===== config.mk =====
export PLATFORM = sky130hd
export DESIGN_NAME = sem_job_fifo
export DESIGN_NICKNAME = d
export VERILOG_FILES = /design/src/hdl/sem_pkg.sv /design/src/hdl/sem_job_fifo.sv
export SDC_FILE = /design/constraint.sdc
export NUM_CORES = 1
export LEC_CHECK = 0
export BUFFER_PORTS_ARGS = -buffer_cell sky130_fd_sc_hd__buf_2
export CAP_MARGIN = 15
export CORE_MARGIN = 10
export CORE_UTILIZATION = 48
export CTS_CLUSTER_SIZE = 20
export DETAILED_ROUTE_END_ITERATION = 8
export GPL_TIMING_DRIVEN = 0
export PLACE_DENSITY = 0.71
export REMOVE_ABC_BUFFERS = 1
export SYNTH_ARGS = -nofsm -noshare
export SYNTH_HDL_FRONTEND = slang
export SYNTH_SLANG_ARGS = --single-unit

===== constraint.sdc =====
create_clock -name clk -period 21.9 [get_ports clk]
set_clock_uncertainty 0.2 [all_clocks]
set_input_delay 4.38 -clock clk [delete_from_list [all_inputs] [get_ports clk]]
set_output_delay 4.38 -clock clk [all_outputs]
set_load 0.02 [all_outputs]

===== src/hdl/sem_pkg.sv =====
// shared types, constants and helper functions for the sobel edge magnitude block
package sem_pkg;

    localparam int MAX_WIDTH  = 1024;
    localparam int MAX_HEIGHT = 4096;
    localparam int COL_W      = $clog2(MAX_WIDTH);
    localparam int ROW_W      = $clog2(MAX_HEIGHT);
    localparam int FW_W       = 11;
    localparam int FH_W       = 13;
    localparam int CFG_IDX_W  = 2;
    localparam int CFG_DATA_W = 13;
    localparam int PIX_W      = 24;
    localparam int SUM_W      = 21;
    localparam logic [SUM_W-1:0] ROOT_SAT_LIMIT = SUM_W'(65280);

    // register indexes of the configuration port
    typedef enum logic [CFG_IDX_W-1:0] {
        CFG_FRAME_WIDTH  = 2'd0,
        CFG_FRAME_HEIGHT = 2'd1
    } cfg_reg_t;

    // input item codes
    typedef enum logic {
        CMD_PIXEL = 1'b0,
        CMD_FLUSH = 1'b1
    } cmd_t;

    typedef struct packed {
        logic       cmd;
        logic [7:0] red_in;
        logic [7:0] green_in;
        logic [7:0] blue_in;
    } in_item_t;

    typedef struct packed {
        logic [7:0] red_out;
        logic [7:0] green_out;
        logic [7:0] blue_out;
        logic       frame_end;
    } out_item_t;

    // 3x3 window, [row: top, mid, bottom][col: left, centre, right]
    typedef logic [2:0][2:0][PIX_W-1:0] window_t;

    typedef struct packed {
        window_t win;
        logic    frame_end;
    } job_t;

    typedef enum logic [3:0] {
        F_IDLE,
        F_PRD,
        F_PUPD,
        F_PJ1,
        F_PSHZ,
        F_PJ2,
        F_FRD0,
        F_FSH0,
        F_FRDN,
        F_FSHN,
        F_FJ
    } front_state_t;

    typedef enum logic [2:0] {
        B_IDLE,
        B_SQ,
        B_ROOT,
        B_RND,
        B_OUT
    } back_state_t;

    // shift a new column in on the right of the window
    function automatic window_t win_shift(window_t w, logic [PIX_W-1:0] top,
                                         logic [PIX_W-1:0] mid, logic [PIX_W-1:0] bot);
        window_t r;
        r = w;
        r[0][0] = w[0][1]; r[0][1] = w[0][2]; r[0][2] = top;
        r[1][0] = w[1][1]; r[1][1] = w[1][2]; r[1][2] = mid;
        r[2][0] = w[2][1]; r[2][1] = w[2][2]; r[2][2] = bot;
        return r;
    endfunction

    // gx*gx + gy*gy of one channel
    function automatic logic [SUM_W-1:0] grad_sq(window_t w, int unsigned ch);
        logic [9:0]         xp, xn, yp, yn;
        logic signed [10:0] gx, gy;
        logic signed [21:0] gx2, gy2;
        xp = 10'(w[0][2][8*ch +: 8]) + {1'b0, w[1][2][8*ch +: 8], 1'b0}
           + 10'(w[2][2][8*ch +: 8]);
        xn = 10'(w[0][0][8*ch +: 8]) + {1'b0, w[1][0][8*ch +: 8], 1'b0}
           + 10'(w[2][0][8*ch +: 8]);
        yp = 10'(w[2][0][8*ch +: 8]) + {1'b0, w[2][1][8*ch +: 8], 1'b0}
           + 10'(w[2][2][8*ch +: 8]);
        yn = 10'(w[0][0][8*ch +: 8]) + {1'b0, w[0][1][8*ch +: 8], 1'b0}
           + 10'(w[0][2][8*ch +: 8]);
        gx  = signed'({1'b0, xp}) - signed'({1'b0, xn});
        gy  = signed'({1'b0, yp}) - signed'({1'b0, yn});
        gx2 = 22'(gx) * 22'(gx);
        gy2 = 22'(gy) * 22'(gy);
        return {1'b0, gx2[19:0]} + {1'b0, gy2[19:0]};
    endfunction

endpackage


===== src/hdl/sem_job_fifo.sv =====
// two-entry queue of window snapshots between the front and back parts
module sem_job_fifo (
    input  logic          clk,
    input  logic          rst_n,
    input  logic          wr,
    input  sem_pkg::job_t wr_data,
    output logic          full,
    input  logic          rd,
    output sem_pkg::job_t rd_data,
    output logic          empty
);
    import sem_pkg::*;

    job_t       mem_reg [2];
    logic       wp_reg, rp_reg;
    logic [1:0] cnt_reg;

    assign full    = cnt_reg == 2'd2;
    assign empty   = cnt_reg == 2'd0;
    assign rd_data = mem_reg[rp_reg];

    // entry storage
    always_ff @(posedge clk)
    begin
        if (wr && !full)
            mem_reg[wp_reg] <= wr_data;
    end

    // pointers and fill count
    always_ff @(posedge clk or negedge rst_n)
    begin
        if (!rst_n) begin
            wp_reg  <= 1'b0;
            rp_reg  <= 1'b0;
            cnt_reg <= 2'd0;
        end else begin
            if (wr && !full)
                wp_reg <= !wp_reg;
            if (rd && !empty)
                rp_reg <= !rp_reg;
            cnt_reg <= cnt_reg + 2'(wr && !full) - 2'(rd && !empty);
        end
    end

endmodule


* After elaboration in Yosys (flattened, before gate mapping) *
Memories as Yosys holds them, arrays and structs flattened.
Index checks and enable logic that the tools add are counted.

cells by class
  add/sub/neg operators = 2
  equality and inequality tests = 1
  muxes and demuxes = 2
  reductions and logical operators = 7

operator list
  operator            number
  $logic_not 1->1     4
  $add 2x1->2         1
  $eq 2x2->1 const B  1
  $logic_and 1x1->1   2
  $logic_not 2->1     1
  $mux 1              2
  $sub 2x1->2         1

storage, ports and cells
  register bits after elaboration = 4
  RAM bits = 434
  bits of input ports = 221
  memories kept = 1

memories
  name     depth  width  read ports  clocked after memory_dff  write ports  line                text
  mem_reg  2      217    1           0                         1            sem_job_fifo.sv:14  job_t mem_reg [2];

* Logic depth before layout (Yosys ltp) *
  word-level depth = 5
  depth in mapped cells = 7
  gate-level depth less buffers = 7

* Least setup slack after synthesis *
No wires, ideal clock.

  kind = input-to-reg
  from = input port wr
  to = memory mem_reg[0][0] (netlist bit) (enable)
  arrival time = 13467 ps
  slack = 7435 ps
  stages on the path = 2
  path through = nand2_1 > nor2_1

between the ends
  cells in the longest elaborated chain, start to end = 3

RTL lines
  what                          line                text
  start, declared               sem_job_fifo.sv:5   input logic wr,
  $logic_and 1x1->1             sem_job_fifo.sv:25  if (wr && !full)
  $mux 1                        sem_job_fifo.sv:25
  $mux 1 (not written as such)  sem_job_fifo.sv:26  mem_reg[wp_reg] <= wr_data;
  end, declared                 sem_job_fifo.sv:14

Every way passes these cells.

==> flow_summary.yaml <==
timing:
  slew_headroom_pct: 54.62
  tns_ps: 0
  worst_pin_slew_ps: 680.7
  slew_viol_final: 0
  setup_viol: 0
  period_share_pct: 34.13
  timing.hold.ws_ps: 302.2
  rsz0062_at_grt: "false"
  period_minus_slack_ps: 7474
  fmax_mhz: 133.8
  finalHoldViolCount: 0
setup_path:
  r2r-start: "cnt_reg[1]"
  critPathRequiredTime_ps: 17320
  crit_arrival_ps: 2890
  startpoint: "rp_reg"
  criticalPathCategory: "reg -> out"
  slowest_delay_ps: 760
  ff2ff_setup_slack_ps: 19310
  cp_common_cell: "buf_16"
  crit_path_end: "rd_data[5]"
  cp-end-kind: "output port"
  r2r-end: "mem_reg[0][10]"
  reg2regPathDepth: 7
  cp_max_fo: 52
  cp.depth: 5
  startpoint_type: "flip-flop"
  path_cells: "buf_16 -> buf_16 -> buf_16 -> mux2_2 -> buf_2"
  cp_top_family: "buffers and inverters"
  worst-path-buf-inv: 4
  slowest_stage: "dfrtp_4"
global_route:
  grt_pass1_wl_um: 53790
  grt_util_all_layers_pct: 17.00
  grt_max_degree: 64
  grt-ovfl-total: 0
  antenna_found_initial: 13
  grt_pass1_vias: 8917
pwr:
  p_clk_share_pct: 25.7
  p_sw_share_pct: 32.06
  p_per_area_nw_per_um2: 145.2
  power_frac_seq_pct: 39.7
  p_comb_share_pct: 34.6
  intPower_w: 0.002049
  leakagePower_nw: 8.070
  p_switching_w: 0.0009671
  peakVddDrop_mv: 0.1173
synth:
  yosysTopAreaCell: "edfxtp_1"
  synth_commonest_cells: "434 x edfxtp_1, 117 x mux2_2, 100 x mux2_4"
  synth_top_family_by_area: "multiplexers"
  synth-compound-area-share_pct: 0
  netlist_area_sq_um: 16290
  synth_top_cell_area_share_pct: 80.02
  synth-seq-cells: 438
  synth_xor_area_share_pct: 0.2151
  synth_fa_ha_area_share_pct: 0.1536
  yosys.area_share.simple_pct: 0.1844
  synth_enable_flop_cells: 434
  synthMuxAreaShare_pct: 17.31
  avgSynthCellArea_sq_um: 23.50
  synth_cells: 693
  yosysWarnings: 0
  async_reset_ff_share_pct: 0.9132
  ys_top_cells_by_area: "edfxtp_1 80%, mux2_4 9.2%, mux2_2 8.1%"
  seq_area_frac_synth_pct: 80.63
  synth.distinct_cells: 17
  yosys.cell_count.top_type: "edfxtp_1"
  synth_ff_type: "edfxtp_1"
cells_and_area:
  finish.instance_area_sq_um: 20770
  drive_gt1_share_pct: 61.91
  largest_reg_flops: 434
  area_growth_pct: 27.52
  fillers: 2426
  fin_nets: 1394
floorplan:
  pin_count: 440
  core-area_sq_um: 33530
  die_w_um: 204.2
  std_cell_rows: 67
  die_h_um: 204.2
  initial_core_util_pct: 48.57
  die-area_sq_um: 41700
cts:
  ctsHtreeMaxLevel: 2
  root_buffer: "clkbuf_16"
  clk_pin_slew_ps: 60
  cts.sinks: 438
  post_cts_buffers: 0
  postCtsHoldBufs: 0
  worstSkewPairLatency_ps: 530
  cts_buffers: 45
  postCtsResizedCells: 0
  clk_path_buf_depth: 3
  cts_tree: "built"
run_status:
  status: "finished, final reports clean"
placement:
  numPortBuffers: 439
  dpl-instance-area_sq_um: 19230
  gp_congestion: 0.7512
  hpwl_um: 27020
route:
  wirelength_um: 37020
  dr.pass1.iters: 4
  viasPerCell: 4.987
  detail_route.wl_per_cell_um: 22.26
  drt_first_iter_violations: 334
  vias: 8293
  antenna_left: 0
  drc: 0
min_path:
  min_path_type: "reg -> reg"
run:
  maxCapViolations: 0
==> metal layers <==
metal / vias to the layer above / GRT usage (%) / share of wire [%]
met2: 317 / 28.92 / 51
li1: 3752 / - / -
met1: 4146 / 18.67 / 36
met5: - / 0 / 0.19
met4: 10 / 5.924 / 2.5
met3: 68 / 7.370 / 11
==> power groups by stage <==
| stage | sequential (W) | clock [W] | combinational, W |
|---|---|---|---|
| floorplan | 0.00132 | 0 | 0.000719 |
| global placement | 0.00139 | 0 | 0.00110 |
| detailed placement | 0.00122 | 0 | 0.00106 |
| CTS | 0.00120 | 0.000796 | 0.00107 |
| global route | 0.00121 | 0.000830 | 0.00111 |
| finish | 0.00120 | 0.000775 | 0.00104 |
==> layout by cell type (no fill, tap or decap) <==
cell type / netlist / routed
buf_12: 0 / 5
clkbuf_1: 0 / 3
dfrtp_1: 4 / 3
buf_16: 0 / 11
nand2b_1: 1 / 1
dfrtp_4: 0 / 1
bufinv_16: 0 / 7
nor2_4: 0 / 1
nor2b_1: 1 / 1
clkbuf_8: 0 / 4
clkinv_4: 0 / 1
clkbuf_16: 0 / 45
ha_1: 2 / 2
xor2_1: 1 / 1
clkinvlp_4: 0 / 1
buf_2: 10 / 439
clkinv_2: 0 / 11
mux2_4: 100 / 100
clkinv_1: 0 / 7
and3_4: 0 / 1
edfxtp_1: 434 / 434
inv_6: 0 / 2
diode_2: 0 / 10
mux2_2: 117 / 117
inv_1: 2 / 2
xnor2_1: 3 / 3
nor2_1: 2 / 1
nand2_1: 1 / 1
==> worst min path at each step <==
stage / cells past startpoint / to / slack [ps] / start
4_1_cts: 1 / cnt_reg[1] / 310 / cnt_reg[1]
3_3_place_gp: 1 / wp_reg / 280 / wp_reg
5_1_grt: 1 / cnt_reg[1] / 330 / cnt_reg[1]
6_report: 1 / cnt_reg[1] / 300 / cnt_reg[1]
3_5_place_dp: 1 / cnt_reg[1] / 300 / cnt_reg[1]
2_1_floorplan: 1 / wp_reg / 260 / wp_reg
==> through the flow <==
step | power, W | worst slack [ps] | util (%) | std cells
after global routing | 0.003150 | 14270 | 61.91 | 1660
after global placement | 0.002497 | 1967 | 56.09 | 1556
after floorplan | 0.002038 | 7435 | - | 669
final | 0.003016 | 14430 | 61.94 | 1663
after CTS | 0.003061 | 14340 | 61.86 | 1653
after detailed placement | 0.002278 | 14930 | 57.34 | 1572
==> cell families after synthesis <==
group / count (synthesis)
xor gates and xnor gates: 4
adders and majority gates: 2
buffers and inverters: 26
DFF: 438
muxes: 217
and+or+nand+nor: 6
==> layout make-up <==
type | instances | area [sq um] | share of cell area, %
Timing Repair Buffer | 455 | 2600 | 12.52
Sequential cell | 438 | 13140 | 63.25
Multi-Input combinational cell | 229 | 2922 | 14.07
Clock buffer | 52 | 1192 | 5.741
Antenna cell | 10 | 25.02 | 0.1205
Clock inverter | 29 | 325.3 | 1.566
Tap cell | 448 | 560.5 | 2.699
Inverter | 2 | 7.507 | 0.03615
(Power assumes the default switching activity.)
