File: config.mk
export PLATFORM = sky130hd
export DESIGN_NAME = sem_back
export DESIGN_NICKNAME = d
export VERILOG_FILES = /design/src/hdl/sem_pkg.sv /design/src/hdl/sem_back.sv
export SDC_FILE = /design/constraint.sdc
export NUM_CORES = 2
export LEC_CHECK = 0
export ABC_AREA = 1
export BUFFER_PORTS_ARGS = -buffer_cell sky130_fd_sc_hd__buf_2
export CORE_ASPECT_RATIO = 0.6
export CORE_MARGIN = 3
export CORE_UTILIZATION = 67
export CTS_CLUSTER_DIAMETER = 30
export DETAILED_ROUTE_END_ITERATION = 12
export GPL_TIMING_DRIVEN = 0
export PLACE_DENSITY = 0.9
export RECOVER_POWER = 25
export SLEW_MARGIN = 20
export SYNTH_ARGS = -nofsm -noshare
export SYNTH_HDL_FRONTEND = slang
export SYNTH_SLANG_ARGS = --single-unit
export TNS_END_PERCENT = 5
File: constraint.sdc
create_clock -name clk -period 25.2 [get_ports clk]
set_input_delay 2.52 -clock clk [delete_from_list [all_inputs] [get_ports clk]]
set_output_delay 2.52 -clock clk [all_outputs]
set_load 0.02 [all_outputs]
File: src/hdl/sem_pkg.sv
// shared types, constants and helper functions for the sobel edge magnitude block
package sem_pkg;

    localparam int MAX_WIDTH  = 1024;
    localparam int MAX_HEIGHT = 4096;
    localparam int COL_W      = $clog2(MAX_WIDTH);
    localparam int ROW_W      = $clog2(MAX_HEIGHT);
    localparam int FW_W       = 11;
    localparam int FH_W       = 13;
    localparam int CFG_IDX_W  = 2;
    localparam int CFG_DATA_W = 13;
    localparam int PIX_W      = 24;
    localparam int SUM_W      = 21;
    localparam logic [SUM_W-1:0] ROOT_SAT_LIMIT = SUM_W'(65280);

    // register indexes of the configuration port
    typedef enum logic [CFG_IDX_W-1:0] {
        CFG_FRAME_WIDTH  = 2'd0,
        CFG_FRAME_HEIGHT = 2'd1
    } cfg_reg_t;

    // input item codes
    typedef enum logic {
        CMD_PIXEL = 1'b0,
        CMD_FLUSH = 1'b1
    } cmd_t;

    typedef struct packed {
        logic       cmd;
        logic [7:0] red_in;
        logic [7:0] green_in;
        logic [7:0] blue_in;
    } in_item_t;

    typedef struct packed {
        logic [7:0] red_out;
        logic [7:0] green_out;
        logic [7:0] blue_out;
        logic       frame_end;
    } out_item_t;

    // 3x3 window, [row: top, mid, bottom][col: left, centre, right]
    typedef logic [2:0][2:0][PIX_W-1:0] window_t;

    typedef struct packed {
        window_t win;
        logic    frame_end;
    } job_t;

    typedef enum logic [3:0] {
        F_IDLE,
        F_PRD,
        F_PUPD,
        F_PJ1,
        F_PSHZ,
        F_PJ2,
        F_FRD0,
        F_FSH0,
        F_FRDN,
        F_FSHN,
        F_FJ
    } front_state_t;

    typedef enum logic [2:0] {
        B_IDLE,
        B_SQ,
        B_ROOT,
        B_RND,
        B_OUT
    } back_state_t;

    // shift a new column in on the right of the window
    function automatic window_t win_shift(window_t w, logic [PIX_W-1:0] top,
                                         logic [PIX_W-1:0] mid, logic [PIX_W-1:0] bot);
        window_t r;
        r = w;
        r[0][0] = w[0][1]; r[0][1] = w[0][2]; r[0][2] = top;
        r[1][0] = w[1][1]; r[1][1] = w[1][2]; r[1][2] = mid;
        r[2][0] = w[2][1]; r[2][1] = w[2][2]; r[2][2] = bot;
        return r;
    endfunction

    // gx*gx + gy*gy of one channel
    function automatic logic [SUM_W-1:0] grad_sq(window_t w, int unsigned ch);
        logic [9:0]         xp, xn, yp, yn;
        logic signed [10:0] gx, gy;
        logic signed [21:0] gx2, gy2;
        xp = 10'(w[0][2][8*ch +: 8]) + {1'b0, w[1][2][8*ch +: 8], 1'b0}
           + 10'(w[2][2][8*ch +: 8]);
        xn = 10'(w[0][0][8*ch +: 8]) + {1'b0, w[1][0][8*ch +: 8], 1'b0}
           + 10'(w[2][0][8*ch +: 8]);
        yp = 10'(w[2][0][8*ch +: 8]) + {1'b0, w[2][1][8*ch +: 8], 1'b0}
           + 10'(w[2][2][8*ch +: 8]);
        yn = 10'(w[0][0][8*ch +: 8]) + {1'b0, w[0][1][8*ch +: 8], 1'b0}
           + 10'(w[0][2][8*ch +: 8]);
        gx  = signed'({1'b0, xp}) - signed'({1'b0, xn});
        gy  = signed'({1'b0, yp}) - signed'({1'b0, yn});
        gx2 = 22'(gx) * 22'(gx);
        gy2 = 22'(gy) * 22'(gy);
        return {1'b0, gx2[19:0]} + {1'b0, gy2[19:0]};
    endfunction

endpackage

File: src/hdl/sem_back.sv
// back part: gradient squares, bit-serial rounded root and result queue
module sem_back (
    input  logic               clk,
    input  logic               rst_n,
    input  logic               job_empty,
    output logic               job_pop,
    input  sem_pkg::job_t      job,
    output logic               empty,
    input  logic               pop,
    output sem_pkg::out_item_t result
);
    import sem_pkg::*;

    back_state_t state_reg, state_next;

    job_t             job_reg;
    logic [SUM_W-1:0] s_reg [3];
    logic [7:0]       n_reg [3];
    logic [7:0]       res_reg [3];
    logic [2:0]       bit_reg;

    out_item_t  q_reg [2];
    logic       wp_reg, rp_reg;
    logic [1:0] cnt_reg;
    logic       q_full, q_push;

    assign q_full = cnt_reg == 2'd2;
    assign empty  = cnt_reg == 2'd0;
    assign result = q_reg[rp_reg];

    // next state
    always_comb
    begin
        state_next = state_reg;
        unique case (state_reg)
            B_IDLE: if (!job_empty) state_next = B_SQ;
            B_SQ:   state_next = B_ROOT;
            B_ROOT: if (bit_reg == '0) state_next = B_RND;
            B_RND:  state_next = B_OUT;
            B_OUT:  if (!q_full) state_next = B_IDLE;
            default: state_next = B_IDLE;
        endcase
    end

    // outputs per state
    always_comb
    begin
        job_pop = (state_reg == B_IDLE) && !job_empty;
        q_push  = (state_reg == B_OUT) && !q_full;
    end

    // datapath per channel
    always_ff @(posedge clk)
    begin
        for (int ch = 0; ch < 3; ch++)
        begin
            logic [7:0]  t;
            logic [15:0] tt;
            logic [16:0] nn;
            t  = n_reg[ch] | (8'd1 << bit_reg);
            tt = 16'(t) * 16'(t);
            nn = 17'(16'(n_reg[ch]) * 16'(n_reg[ch])) + 17'(n_reg[ch]);
            unique case (state_reg)
                B_SQ:
                begin
                    s_reg[ch] <= grad_sq(job_reg.win, ch);
                    n_reg[ch] <= '0;
                end
                B_ROOT:
                begin
                    if (SUM_W'(tt) <= s_reg[ch])
                        n_reg[ch] <= t;
                end
                B_RND:
                begin
                    if (s_reg[ch] > ROOT_SAT_LIMIT)
                        res_reg[ch] <= 8'd255;
                    else if (s_reg[ch] > SUM_W'(nn))
                        res_reg[ch] <= n_reg[ch] + 8'd1;
                    else
                        res_reg[ch] <= n_reg[ch];
                end
                default: ;
            endcase
        end
        if (job_pop)
            job_reg <= job;
        if (q_push)
            q_reg[wp_reg] <= '{red_out: res_reg[2], green_out: res_reg[1],
                               blue_out: res_reg[0], frame_end: job_reg.frame_end};
    end

    // control state
    always_ff @(posedge clk or negedge rst_n)
    begin
        if (!rst_n) begin
            state_reg <= B_IDLE;
            bit_reg   <= 3'd7;
            wp_reg    <= 1'b0;
            rp_reg    <= 1'b0;
            cnt_reg   <= 2'd0;
        end else begin
            state_reg <= state_next;
            if (state_reg == B_SQ)
                bit_reg <= 3'd7;
            else if (state_reg == B_ROOT)
                bit_reg <= bit_reg - 3'd1;
            if (q_push)
                wp_reg <= !wp_reg;
            if (pop && !empty)
                rp_reg <= !rp_reg;
            cnt_reg <= cnt_reg + 2'(q_push) - 2'(pop && !empty);
        end
    end

endmodule

* Word-level counts from Yosys, hierarchy flattened
Memory sizes are Yosys's and may differ from the RTL's.
Cells that the tools add are included.
W data, S select, Z words.
** Word-level totals
- Register bits :: 203
- Bits in latches :: 0
- RAM bits :: 161
- Bits in read-only memories :: 0
- Input bits :: 221
- Output and inout port bits :: 27
- Logic and storage cells :: 176
- Memories :: 4
** Memories
- s_reg :: depth 3, width 21, read ports 3, clocked after Yosys merged registers in 0, write ports 3, RTL line sem_back.sv:17 : logic [SUM_W-1:0] s_reg [3];
- q_reg :: depth 2, width 25, read ports 1, clocked after Yosys merged registers in 0, write ports 1, RTL line sem_back.sv:22 : out_item_t q_reg [2];
- n_reg :: depth 3, width 8, read ports 3, clocked after Yosys merged registers in 0, write ports 3, RTL line sem_back.sv:18 : logic [7:0] n_reg [3];
- res_reg :: depth 3, width 8, read ports 3, clocked after Yosys merged registers in 0, write ports 3, RTL line sem_back.sv:19 : logic [7:0] res_reg [3];
** Cells by class
- $add $sub $neg :: 42
- Multipliers :: 12
- Divide/modulo/power cells :: 0
- $lt $le $gt $ge :: 9
- Eq/ne operators :: 8
- Shift-type cells :: 1
- Mux-type cells :: 61
- Bitwise operators :: 12
- Reduce and logical (&&, ||, !) cells :: 13
** Operators by type and width (number)
- $add A10 B8 Y10 :: 12
- $add A8 B9 Y10 :: 12
- $mul A11 B11 Y20 :: 6
- $mul A8 B8 Y16 :: 6
- $mux W8 :: 9
- $sub A10 B10 Y11 :: 6
- $add A20 B20 Y21 :: 3
- $gt A21 B16 Y1 const B :: 3
- $gt A21 B17 Y1 :: 3
- $le A16 B21 Y1 :: 3
- $add A16 B8 Y17 :: 3
- $mux W1 :: 46
- $add A8 B1 Y8 const B :: 3
- $or A8 B8 Y8 :: 3
- $mux W3 :: 5
- $pmux W3 S5 :: 1
- $or A1 B1 Y1 :: 9
- $shl A1 B3 Y8 const A :: 1
- $eq A3 B2 Y1 const B :: 2
- $logic_not A3 Y1 :: 2
- $ne A2 B2 Y1 const B :: 3
- $logic_not A1 Y1 :: 5
- $eq A3 B1 Y1 const B :: 1
- $eq A3 B3 Y1 const B :: 1
- other kinds (8) :: 10

* Logic depth before layout (Yosys ltp)
- Depth in word-level cells :: 9
- Depth in mapped cells :: 50
- Mapped depth without buffers :: 50

* Worst setup path before layout
No wires, ideal clock.
- Path kind :: in2out
- Start :: input port job_empty
- End :: output port job_pop
- Arrival :: 15.992 ns
- Data required time :: 22.680 ns
- Slack :: 6.688 ns
- Cell stages on the path :: 1
- Cell sequence :: nor3_1
** Between the ends
- Cells in the longest elaborated chain, start to end :: 2
** RTL lines
- start, declared :: RTL line sem_back.sv:5 : input logic job_empty,
- $logic_not A1 Y1 :: RTL line sem_back.sv:48 : job_pop = (state_reg == B_IDLE) && !job_empty;
- $logic_and A1 B1 Y1 :: RTL line sem_back.sv:48
- end, declared :: RTL line sem_back.sv:6 : output logic job_pop,
No other way between the ends.

==> results.py <==
metrics = {
    "outcome": {
        "run_status": "complete, but fails checks",
        "failed_checks": "capacitance limit, slew limit",
    },
    "timing": {
        "worst_pin_slew_ns": 2.17,
        "min_period_ns": 10.78,
        "finalSetupViolations": 0,
        "hold_violations": 0,
        "timing.hold.ws_ns": 0.447,
        "drv_slew": 61,
        "max_slew_margin_pct": -44.9,
        "fmax_mhz": 92.7,
        "min_period_over_period_pct": 42.8,
        "fin_worst_skew_ns": 0.0180,
        "rsz0062_at_grt": "no",
        "fin_ws_ns": 14.42,
    },
    "critical_path": {
        "slowest_stage": "xor2_1",
        "cp_max_fo": 7,
        "end_kind": "register",
        "critPathMostFrequentCell": "fa_1",
        "worstSetupStartpoint": "job_reg[156]$_DFFE_PP_",
        "worstPathRequired_ns": 25.59,
        "path_class": "reg2reg",
        "crit_arrival_ns": 11.18,
        "cp-start-kind": "register",
        "r2r-start": "job_reg[156]$_DFFE_PP_",
        "crit_path_max_incr_delay_ns": 0.66,
    },
    "clock_tree": {
        "cts_tree": "built",
        "clkSlewWorstSetupHoldPaths_ns": 0.06,
        "insertion_delay_ns": 0.66,
        "cts_buffers": 60,
        "cts_num_sinks": 364,
        "cts_setup_buffers": 0,
        "cts_root_buf": "clkbuf_16",
        "htreeDepth": 2,
        "cts_hold_buf": 0,
        "postCtsResizedCells": 0,
        "clockBufferDepth": 3,
    },
    "synth": {
        "synthAdderAreaFrac_pct": 45.6,
        "ys_dominant_reg_cell": "edfxtp_1",
        "synth_area_per_cell_sq_um": 8.89,
        "syn_nets": 8366,
        "syn_area_sq_mm": 0.0584,
        "synth_top_family_by_area": "adder cells",
        "async_flop_share_pct": 2.75,
        "synth-compound-area-share_pct": 5.46,
        "yosysTopAreaCellShare_pct": 31.6,
        "synth_area_leaders": "fa_1, edfxtp_1, ha_1, inv_1, nand2_1",
        "synth-xor-area-share_pct": 4.97,
        "synth_cell_type_count": 57,
        "synthSimpleGateAreaFrac_pct": 12.9,
        "seq_area_frac_synth_pct": 18.6,
        "synth_top_area_cell": "fa_1",
        "synthCells": 6567,
        "synth-seq-cells": 364,
        "yosys_warnings": 0,
        "synthMuxAreaShare_pct": 0.0171,
        "synth_edf_count": 354,
    },
    "die": {
        "die_x_um": 387,
        "core_sq_mm": 0.0860,
        "start_util_pct": 67.9,
        "rows": 83,
        "die-area_sq_mm": 0.0909,
        "die_h_um": 235,
        "boundaryPins": 248,
    },
    "routing": {
        "wl_per_cell_um": 18.1,
        "routed_wl_um": 146000,
        "firstDrtPassIters": 9,
        "postRouteAntennaNets": 0,
        "drc_errors": 0,
        "via_count": 45663,
        "drt-vias-per-instance": 5.65,
        "drt_iter0_markers": 4529,
    },
    "global_route": {
        "grt_first_pass_wirelength_um": 242000,
        "gr-total-overflow": 0,
        "grt_max_degree": 26,
        "grt_pass1_vias": 48042,
        "antenna_found_initial": 4,
        "grt_util_all_layers_pct": 32.9,
    },
    "final_layout": {
        "multiInputGateArea_sq_mm": 0.0403,
        "seqCellArea_sq_mm": 0.0109,
        "syn2layout_area_growth_pct": 8.41,
        "nFillCells": 5794,
        "largest_reg_flops": 193,
        "nets": 8681,
        "drive_gt1_share_pct": 6.49,
        "layout_commonest_cell": "inv_1",
        "utilization_pct": 73.6,
        "final_cell_mix": "inv_1, nand2_1, fa_1",
        "design_area_sq_mm": 0.0633,
    },
    "placement": {
        "preCtsSetupSlack_ns": 15.12,
        "hpwlAfterDp_um": 120000,
        "portBuffers": 223,
        "gp_congestion": 0.950,
        "place_area_sq_mm": 0.0612,
    },
    "flow_run": {
        "cap_viol_max_count": 3,
    },
    "min_path": {
        "min-delay-start": "job_reg[0]$_DFFE_PP_",
        "min_path_type": "reg2reg",
    },
}
==> critical path, delay by kind of cell (launching register included) <==
family | cells | cell delay [ns]
adders and majority gates | 11 | 5.20
and+or+nand+nor | 12 | 2.95
xor gates and xnor gates | 3 | 0.94
buffers and inverters | 5 | 0.69
DFF | 1 | 0.43
AOI/OAI and AO/OA | 2 | 0.28
==> worst paths after layout <==
path                                             to  slack [ns]  depth (start not counted)
setup / recovery             s_reg[0][40]$_DFFE_PP_       14.42                         33
hold / removal                q_reg[0][0]$_DFFE_PP_        0.45                          0
setup reg to reg             s_reg[0][40]$_DFFE_PP_       14.42                         33
hold reg to reg               q_reg[0][0]$_DFFE_PP_        0.45                          0
max in group asynchronous  state_reg[0]$_DFFE_PN0P_       22.97                          1
min in group asynchronous        rp_reg$_DFFE_PN0P_        1.84                          1
==> routing by layer <==
metal	GRT usage, %	wire, um	vias to the layer above
met3	8.04	16100	551
met1	45.2	58900	21901
li1	-	-	20623
met2	51.3	65400	2586
met5	0	13	-
met4	12.0	5910	2
==> cell usage after synthesis, types with 3 or more instances <==
master and n:
inv_1 1836, nand2_1 1003, fa_1 921, ha_1 657, nor2_1 448, edfxtp_1 354, a21oi_1 306, xor2_1 212
nand3_1 191, xnor2_1 100, o21ai_0 96, nor3_1 60, nand4_1 47, clkbuf_1 36, inv_2 23, o21a_1 23
a21o_1 22, nand2_2 19, o21bai_1 19, o211ai_1 18, a31oi_1 14, nor4_1 14, or2_2 14, clkinv_1 13
a211oi_1 11, nand3b_1 11, o2111ai_1 10, o21ai_1 9, a21oi_2 7, dfrtp_1 7, xor2_2 7, a21boi_0 5
buf_2 5, nor2_2 5, o221ai_1 5, buf_4 3, dfstp_2 3, nand3_2 3, o311ai_0 3, or2_1 3
==> through the flow <==
step | TNS [ns] | cells
5_1_grt | 0 | 8082
2_1_floorplan | 0 | 6567
3_5_place_dp | 0 | 7967
3_3_place_gp | -0.618 | 7937
6_report | 0 | 8084
4_1_cts | 0 | 8081
==> cells by family after synthesis <==
logic type	after synthesis
buffers and inverters	1916
AO/OA/AOI/OAI	559
XOR/XNOR	321
multiplexers	1
flip-flops	364
other	2
AND/OR/NAND/NOR	1826
adder cells (fa/ha/maj)	1578
==> final cells by class <==
class	count	share of cell area, %
buffer	44	0.289
inverter	1872	11.1
tap	1147	2.27
clock inverter	54	1.03
timing repair buffer	253	2.09
clock buffer	60	2.37
multi-input combinational	4287	63.7
sequential	364	17.2
antenna	3	0.0119
Power is not shown: default switching activity piles up to over one toggle a cycle in this logic, so the estimate is an artifact.
